--- src/hdl/cbe_pkg.sv ---
// shared constants, register codes and result type for the cross erosion block
package cbe_pkg;

	// field widths
	localparam int COL_W    = 12;
	localparam int ROW_W    = 16;
	localparam int WIDTH_W  = 13;
	localparam int HEIGHT_W = 16;

	// configuration channel
	localparam int CFG_IDX_W  = 2;
	localparam int CFG_DATA_W = 16;

	typedef enum logic [CFG_IDX_W-1:0] {
		REG_FRAME_WIDTH  = 2'd0,
		REG_FRAME_HEIGHT = 2'd1
	} cfg_reg_t;

	// register reset values
	localparam logic [WIDTH_W-1:0]  WIDTH_RESET  = 13'd640;
	localparam logic [HEIGHT_W-1:0] HEIGHT_RESET = 16'd480;

	// line store depth and the smallest frame side with an interior
	localparam int MAX_WIDTH_DEFAULT = 4096;
	localparam int MIN_DIM           = 3;

	// one result item
	typedef struct packed {
		logic             interior;
		logic [COL_W-1:0] column;
		logic [ROW_W-1:0] row;
		logic             frame_last;
	} result_t;

endpackage

--- src/hdl/cbe_result_fifo.sv ---
// small result queue taking up to two items per cycle and giving one
module cbe_result_fifo (
	input  logic              clk,
	input  logic              arst_n,
	input  logic              push0,
	input  cbe_pkg::result_t  data0,
	input  logic              push1,
	input  cbe_pkg::result_t  data1,
	output logic              room2,
	output logic              out_valid,
	input  logic              out_ready,
	output cbe_pkg::result_t  out_data
);
	import cbe_pkg::*;

	localparam int DEPTH = 4;
	localparam int PW    = $clog2(DEPTH);
	localparam int CW    = PW + 1;

	result_t         entry_q [DEPTH];
	logic [PW-1:0]   wr_ptr_q;
	logic [PW-1:0]   rd_ptr_q;
	logic [CW-1:0]   count_q;
	logic            pop;
	logic [CW-1:0]   n_push;

	assign pop       = out_valid && out_ready;
	assign out_valid = count_q != '0;
	assign out_data  = entry_q[rd_ptr_q];
	assign room2     = count_q <= CW'(DEPTH - 2);
	assign n_push    = CW'(push0) + CW'(push1);

	// entry storage
	always_ff @(posedge clk) begin
		if (push0) begin
			entry_q[wr_ptr_q] <= data0;
		end
		if (push1) begin
			entry_q[wr_ptr_q + PW'(1)] <= data1;
		end
	end

	// pointers and fill count
	always_ff @(posedge clk or negedge arst_n) begin
		if (!arst_n) begin
			wr_ptr_q <= '0;
			rd_ptr_q <= '0;
			count_q  <= '0;
		end else begin
			wr_ptr_q <= wr_ptr_q + n_push[PW-1:0];
			if (pop) begin
				rd_ptr_q <= rd_ptr_q + PW'(1);
			end
			count_q <= count_q + n_push - CW'(pop);
		end
	end

endmodule

--- config.mk ---
export PLATFORM = sky130hd
export DESIGN_NAME = cbe_result_fifo
export DESIGN_NICKNAME = d
export VERILOG_FILES = /design/src/hdl/cbe_pkg.sv /design/src/hdl/cbe_result_fifo.sv
export SDC_FILE = /design/constraint.sdc
export NUM_CORES = 1
export LEC_CHECK = 0
export ABC_AREA = 1
export BUFFER_PORTS_ARGS = -buffer_cell sky130_fd_sc_hd__buf_2
export CAP_MARGIN = 20
export CORE_MARGIN = 1.5
export CORE_UTILIZATION = 57
export DETAILED_ROUTE_END_ITERATION = 12
export PLACE_DENSITY = 0.8
export SLEW_MARGIN = 25
export SYNTH_ARGS = -nofsm -noshare
export SYNTH_HDL_FRONTEND = slang
export SYNTH_SLANG_ARGS = --single-unit
export TNS_END_PERCENT = 20
--- constraint.sdc ---
create_clock -name clk -period 2.6 [get_ports clk]
set_clock_uncertainty 0.1 [all_clocks]
set_input_delay 0 -clock clk [delete_from_list [all_inputs] [get_ports clk]]
set_output_delay 0 -clock clk [all_outputs]
set_load 0.02 [all_outputs]
* Word-level counts from Yosys, hierarchy flattened
Memory sizes are Yosys's and may differ from the RTL's.
Cells that the tools add are included.
Widths: inputs -> output; s select.
** Storage, ports and cells
- Bits in registers :: 7
- Bits in writable memories :: 120
- Input bits :: 65
- Output and inout bits :: 32
- Logic and storage cells :: 17
- Memories kept :: 1
** Memories
- entry_q :: words 4, width 30, rd ports 1, clocked after Yosys merged registers in 0, wr ports 2, line cbe_result_fifo.sv:20 : result_t entry_q [DEPTH];
** Cells by class
- Add/subtract/negate cells :: 6
- Order comparisons :: 1
- Mux-type cells :: 4
- Reduce and logical (&&, ||, !) cells :: 2
** Operators by type and width (count)
- $add 2x1->2 const B :: 2
- $mux 1 :: 4
- $add 3x2->3 :: 1
- $le 3x2->1 const B :: 1
- $reduce_bool 3->1 :: 1
- $sub 3x1->3 :: 1
- $add 1x1->2 :: 1
- $add 2x2->2 :: 1
- $logic_and 1x1->1 :: 1

* Depth between registers and ports, before layout
Gate-level depths: netlist of run 1.
- Word-level depth :: 3
- Depth in mapped cells :: 12
- Mapped depth without buffers :: 12

* Worst setup path after synthesis of run 1
No wires, ideal clock.
- Path type :: register -> register
- From :: register count_q[2]
- To :: register count_q[2]
- Setup time :: 0.117 ns
- Data arrival time :: 1.959 ns
- Required time :: 2.383 ns
- Slack :: 0.425 ns
- Cell stages (with the launch flop) :: 13
- Buffers on the path :: 0
- Period minus slack after synthesis :: 2.175 ns
- Cell sequence :: dfrtp_1 > nor2_1 > nand2_1 > nand2_1 > inv_1 > ha_1 > inv_1 > ha_1 > inv_1 > fa_1 > xor2_1 > nand2_1 > nand2_1
** On the way
- Word-level cells in the longest chain between the ends :: 3
- Elaborated cells between the ends (all ways) :: 4
- Those cells by class :: add/sub (2); reduce/logical (2)
** Ends and longest elaborated chain
- from (decl) :: line cbe_result_fifo.sv:23 : logic [CW-1:0] count_q;
- from (signal assigned) :: line cbe_result_fifo.sv:54 : count_q <= count_q + n_push - CW'(pop);
- $reduce_bool 3->1 :: line cbe_result_fifo.sv:28 : assign out_valid = count_q != '0;
- via out_valid :: line cbe_result_fifo.sv:10 : output logic out_valid,
- $logic_and 1x1->1 :: line cbe_result_fifo.sv:27 : assign pop = out_valid && out_ready;
- via pop :: line cbe_result_fifo.sv:24 : logic pop;
- $sub 3x1->3 :: line cbe_result_fifo.sv:54
The timed path passes the listed nets, and every way through them passes these cells.
A chain may end at the register's enable or synchronous reset.

==> results.cfg, run 1 <==
[status]
status = finished clean

[floorplan]
pin_count = 97
chipHeight_um = 109.4
core_area_mm2 = 0.01094
num_rows = 38
design.die.area_mm2 = 0.01196
die_w_um = 109.4
initial_utilization_pct = 58.96

[routing]
wl_met3_um = 1234
routed_wl_um = 17350
top_layer = met4
drt_iter0_markers = 500
routed-via-count = 5894
antenna_left = 0
viasPerCell = 5.508
wire_per_inst_um = 16.21
drc_errors = 0
wl_met1_um = 6468
dr_wl_met2_um = 9171
first_pass_iters = 7

[place]
place_area_mm2 = 0.007051
port-buffer-count = 96
gp_congestion = 0.8368
dpl.hpwl_um = 9231
place_inst = 944
dp_slack_ns = 0.4100

[timing]
finalSetupViolCount = 0
period_share_pct = 90.67
tns_ns = 0
fmax_mhz = 424.2
rsz0062_at_grt = no
setup_slack_ns = 0.2426
maxSlewViolCount = 0
period_needed_ns = 2.357
max_slew_margin_pct = 37.98
max_slew.worst_pin.slew_ns = 0.9302
hold_violations = 0

[grt]
grt_max_degree = 93
antenna_found_initial = 0
overflow = 0
grt_pass1_wl_um = 27010
grt_pass1_vias = 5931
grt_use_total_pct = 30.07

[cells_and_area]
nFillCells = 661
final_area_mm2 = 0.008539
layout_commonest_cell = nand2_1
nets = 989
final_cell_mix = nand2_1 (226), o21ai_0 (177), edfxtp_1 (120)
syn_to_final_growth_pct = 32.45
finalNonFillerCells = 1070
antenna_cells = 0
drive_gt1_share_pct = 15.70

[worst_setup_path]
cpMaxStageDelayCell = dlygate4sd3_1
crit_chain = inv_2 -> nand3_2 -> buf_4 -> o21ai_0 -> dlygate4sd3_1
arrival_ns = 2.42
path_max_fanout = 60
endpoint_kind = flip-flop
worstSetupPathType = reg -> reg
critPathLaunchType = flip-flop
r2r_cells = 5
critical_path_required_ns = 2.66
rrSetupSlack_ns = 0.24
max_stage_delay_ns = 0.60

[logic_synthesis]
synthArstFlopShare_pct = 5.512
synth_cells = 737
ys.flop_type = edfxtp_1
synthTopCellsByArea = edfxtp_1 (56%), o21ai_0 (14%), nand2_1 (13%)
synthesis.area_mm2 = 0.006447
synth_seq_cells = 127
seq_area_frac_synth_pct = 58.61
synth-edff-count = 120
synth_top_area_cell = edfxtp_1
ys_warn_count = 0
synth_nets = 808
ys_types = 21
avgSynthCellArea_um2 = 8.748
yosys.area.top_type_share_pct = 55.89

[power_and_ir_drop]
leakage_nw = 3.893
power_density_mw_per_mm2 = 1147
ir_drop_uv = 666.9

[cts]
clock-sinks = 127
numCtsBuffers = 17
cts_hold_buf = 95
cts_root_buffer = clkbuf_16
cts.path.max_buffers = 2
cts_tree = yes
clk_pin_slew_ns = 0.06
cts.repair.resized = 0
clk_latency_ns = 0.41
cts_max_level = 4
cts_setup_buffers = 0

[min_path]
hold_path_class = in -> reg
whs_path_depth = 4

[flow_run]
maxCapViolCount = 0
critical path: cells and delay by family (launching register included):
kind	cells	cell delay, ns
AOI/OAI and AO/OA	1	0.20
buffers and inverters	3	1.22
DFF	1	0.48
and+or+nand+nor	1	0.08
path summary, 6_finish.rpt:
check,end,start
max,entry_q[3][13]$_DFFE_PP_,wr_ptr_q[0]$_DFF_PN0_
min,rd_ptr_q[0]$_DFFE_PN0P_,out_ready
max reg2reg,entry_q[3][13]$_DFFE_PP_,wr_ptr_q[0]$_DFF_PN0_
min reg2reg,rd_ptr_q[1]$_DFFE_PN0P_,rd_ptr_q[1]$_DFFE_PN0P_
max in group asynchronous,rd_ptr_q[0]$_DFFE_PN0P_,arst_n
min in group asynchronous,wr_ptr_q[0]$_DFF_PN0_,arst_n
final cells by class:
class / instances / area [µm²] / share of cell area [%]
Sequential cell: 127 / 3780 / 44.26
Multi-Input combinational cell: 491 / 2183 / 25.57
Timing Repair Buffer: 206 / 1582 / 18.52
Clock buffer: 22 / 444.2 / 5.201
Inverter: 75 / 281.5 / 3.297
Tap cell: 140 / 175.2 / 2.051
Clock inverter: 9 / 93.84 / 1.099
metrics by stage:
| step | hold WS, ns | util [%] | total power (W) |
|---|---|---|---|
| 6_report | 0.3144 | 78.09 | 0.009794 |
| 5_1_grt | 0.3471 | 78.09 | 0.01034 |
| 4_1_cts | 0.3046 | 78.09 | 0.009692 |
| 3_5_place_dp | -0.2566 | 64.47 | 0.007258 |
| 3_3_place_gp | -0.2586 | 64.47 | 0.007111 |
| 2_1_floorplan | -0.3956 | - | 0.006012 |
power breakdown:
part | switching [W] | internal [W] | leakage, nW
Sequential | 0.000219 | 0.00321 | 1.21
Clock | 0.000815 | 0.00139 | 0.260
Combinational | 0.00284 | 0.00133 | 2.42
Total | 0.00387 | 0.00592 | 3.89
cell usage after synthesis (2+ instances only):
library cell / number
buf_2: 17
buf_4: 3
clkbuf_1: 16
clkbuf_2: 7
dfrtp_1: 7
edfxtp_1: 120
ha_1: 5
inv_1: 72
inv_2: 2
nand2_1: 230
nand3_1: 7
nand3_2: 4
nor2_1: 61
o21ai_0: 177
o21ai_1: 3
state kept, by name (all words and copies together) (netlist names):
| register | flops |
|---|---|
| rd_ptr_q | 2 |
| count_q | 3 |
| entry_q | 120 |
| wr_ptr_q | 2 |
per-layer routing:
metal | global-route usage (%) | vias up
met4 | 13.73 | 0
met2 | 53.64 | 299
met1 | 34.24 | 2747
li1 | - | 2793
met5 | 0 | -
met3 | 6.817 | 55
cell families (layout without fill, tap and decap cells):
| kind of cell | count (synthesis) | count (layout) | synth area share (%) |
|---|---|---|---|
| and+or+nand+nor | 302 | 302 | 18.11 |
| AOI/OAI and AO/OA | 181 | 181 | 14.05 |
| DFF | 127 | 127 | 58.61 |
| buffers and inverters | 119 | 312 | 7.685 |
| adders and majority gates | 6 | 6 | 1.281 |
| xor gates and xnor gates | 2 | 2 | 0.2717 |
No activity file was read; power rests on OpenSTA's default activity.
==> run 2, diff against run 1 <==
Settings changed: BUFFER_PORTS_ARGS -buffer_cell sky130_fd_sc_hd__buf_2 to -buffer_cell sky130_fd_sc_hd__buf_4, CAP_MARGIN 20 to 25, CORE_UTILIZATION 57 to 40, PLACE_DENSITY 0.8 to unset.
==> run 2 against run 1 <==
Clock power is 8% higher; count of clock-buffer cells in the layout is 4 higher; sequential power hardly changed; critical path depth stayed put; register-to-register slack better by 0.04 ns; sequential share of layout area is 1.9 points lower; final cell count is 6.9% higher.
==> results.cfg, run 2 (synthesized netlist as in run 1, its figures left out) <==
[status]
status = finished clean

[routing]
routed-via-count = 5550
drc_errors = 0
first_pass_iters = 5
wire_per_inst_um = 14.54
routed_wl_um = 16640
drt_iter0_markers = 379
antenna_left = 0
viasPerCell = 4.851

[grt]
grt_pass1_vias = 5515
overflow = 0
grt_max_degree = 93
antenna_found_initial = 0
grt_use_total_pct = 20.91
grt_pass1_wl_um = 26480

[worst_setup_path]
cpMaxStageDelayCell = dlygate4sd3_1
critPathLaunchType = flip-flop
max_stage_delay_ns = 0.60
worstSetupPathType = reg -> reg
rrSetupSlack_ns = 0.29
arrival_ns = 2.38
crit_family = buffers and inverters
path_max_fanout = 60
critical_path_required_ns = 2.66
endpoint_kind = flip-flop
crit_chain = inv_2 -> nand3_2 -> buf_4 -> o21ai_0 -> dlygate4sd3_1
crit_buf_inv = 3

[floorplan]
chipHeight_um = 130.0
num_rows = 46
pin_count = 97
die_w_um = 130.0
design.die.area_mm2 = 0.01689
core_area_mm2 = 0.01583
initial_utilization_pct = 40.74

[min_path]
hold_path_class = in -> reg

[power_and_ir_drop]
clockPowerShare_pct = 23.3
power_switching_w = 0.003840
ir_drop_uv = 511.4
p_int_w = 0.006320
combPwrFrac_pct = 43.3
leakage_nw = 3.998
power_density_mw_per_mm2 = 1138
seq_power_share_pct = 33.4
switching_share_pct = 37.79

[cells_and_area]
largest_reg_flops = 120
antenna_cells = 0
nFillCells = 1414
nets = 986
syn_to_final_growth_pct = 38.48
final_cell_mix = nand2_1 (226), o21ai_0 (177), edfxtp_1 (120)
reg.largest.list = entry_q x120, count_q x3
drive_gt1_share_pct = 15.95
regMostFlops = entry_q
layout_commonest_cell = nand2_1
final_area_mm2 = 0.008929

[cts]
clk_latency_ns = 0.41
cts.path.max_buffers = 2
clk_pin_slew_ns = 0.05
clock-sinks = 127
cts_setup_buffers = 0
numCtsBuffers = 17
cts_max_level = 4
cts_root_buffer = clkbuf_16
cts_tree = yes

[flow_run]
maxCapViolCount = 0

[timing]
hold_violations = 0
whs_ns = 0.2966
fmax_mhz = 432.1
period_needed_ns = 2.315
maxSlewViolCount = 0
finalSetupViolCount = 0
period_share_pct = 89.02
rsz0062_at_grt = no
max_slew_margin_pct = 39.57
max_slew.worst_pin.slew_ns = 0.9064
tns_ns = 0

[place]
dpl.hpwl_um = 9594
port-buffer-count = 96
place_area_mm2 = 0.007388
gp_congestion = 0.7885
==> run 2: cell count changes in the layout (fill, tap and decap cells not counted), sizes merged <==
cell / change
clkbuf: +4
buf: -3
clkinv: -2
clkinvlp: -1
==> run 2: final timing paths <==
kind                                       endpoint                     from  depth (start not counted)
max                        entry_q[1][24]$_DFFE_PP_    wr_ptr_q[0]$_DFF_PN0_                          5
min                         rd_ptr_q[0]$_DFFE_PN0P_                out_ready                          4
max reg2reg                entry_q[1][24]$_DFFE_PP_    wr_ptr_q[0]$_DFF_PN0_                          5
min reg2reg                 rd_ptr_q[1]$_DFFE_PN0P_  rd_ptr_q[1]$_DFFE_PN0P_                          2
max in group asynchronous   rd_ptr_q[0]$_DFFE_PN0P_                   arst_n                          3
min in group asynchronous   rd_ptr_q[1]$_DFFE_PN0P_                   arst_n                          3
==> run 2: area by class of cell <==
| cell class | instances | area, µm² | share of cell area (%) |
|---|---|---|---|
| flip-flops and latches | 127 | 3780 | 42.33 |
| multi-input cells | 491 | 2183 | 24.45 |
| repair buffers | 203 | 1824 | 20.43 |
| clock buffers | 26 | 509.2 | 5.703 |
| inverters | 75 | 281.5 | 3.153 |
| well taps | 216 | 270.3 | 3.027 |
| clock inverters | 6 | 80.08 | 0.8969 |
==> run 2: metrics by stage <==
stage | total power (W) | std cells | util, % | setup WS (ns)
after floorplan | 0.006012 | 737 | - | 0.4245
after global placement | 0.007503 | 1017 | 46.68 | 0.4657
after detailed placement | 0.007612 | 1017 | 46.68 | 0.4269
after CTS | 0.01023 | 1144 | 56.41 | 0.3154
after global routing | 0.01083 | 1144 | 56.41 | 0.1651
final | 0.01016 | 1144 | 56.41 | 0.2855
==> run 2: worst register-to-register path, cell delays in order, from the launching register on <==
cell and delay (ns):
dfrtp_1 0.47, inv_2 0.10, nand3_2 0.10, buf_4 0.50
o21ai_0 0.19, dlygate4sd3_1 0.60
==> run 2: timing repair <==
item,4_1_cts,5_1_grt
resized for setup,0,0
hold buffers,95,0
hold endpoints to repair,130,0
==> run 2: routing by layer <==
layer	vias up	GRT usage, %	wire length, µm
li1	2786	-	-
met5	-	0	0
met2	147	37.44	8730
met4	0	8.235	264
met3	20	4.510	701
met1	2597	24.49	6941
==> run 2: power groups by stage <==
| stage | combinational [W] | clock [W] | sequential (W) |
|---|---|---|---|
| CTS | 0.00443 | 0.00240 | 0.00340 |
| floorplan | 0.00262 | 0 | 0.00339 |
| global route | 0.00488 | 0.00249 | 0.00346 |
| detailed placement | 0.00417 | 0 | 0.00344 |
| global placement | 0.00410 | 0 | 0.00341 |
| finish | 0.00440 | 0.00237 | 0.00340 |
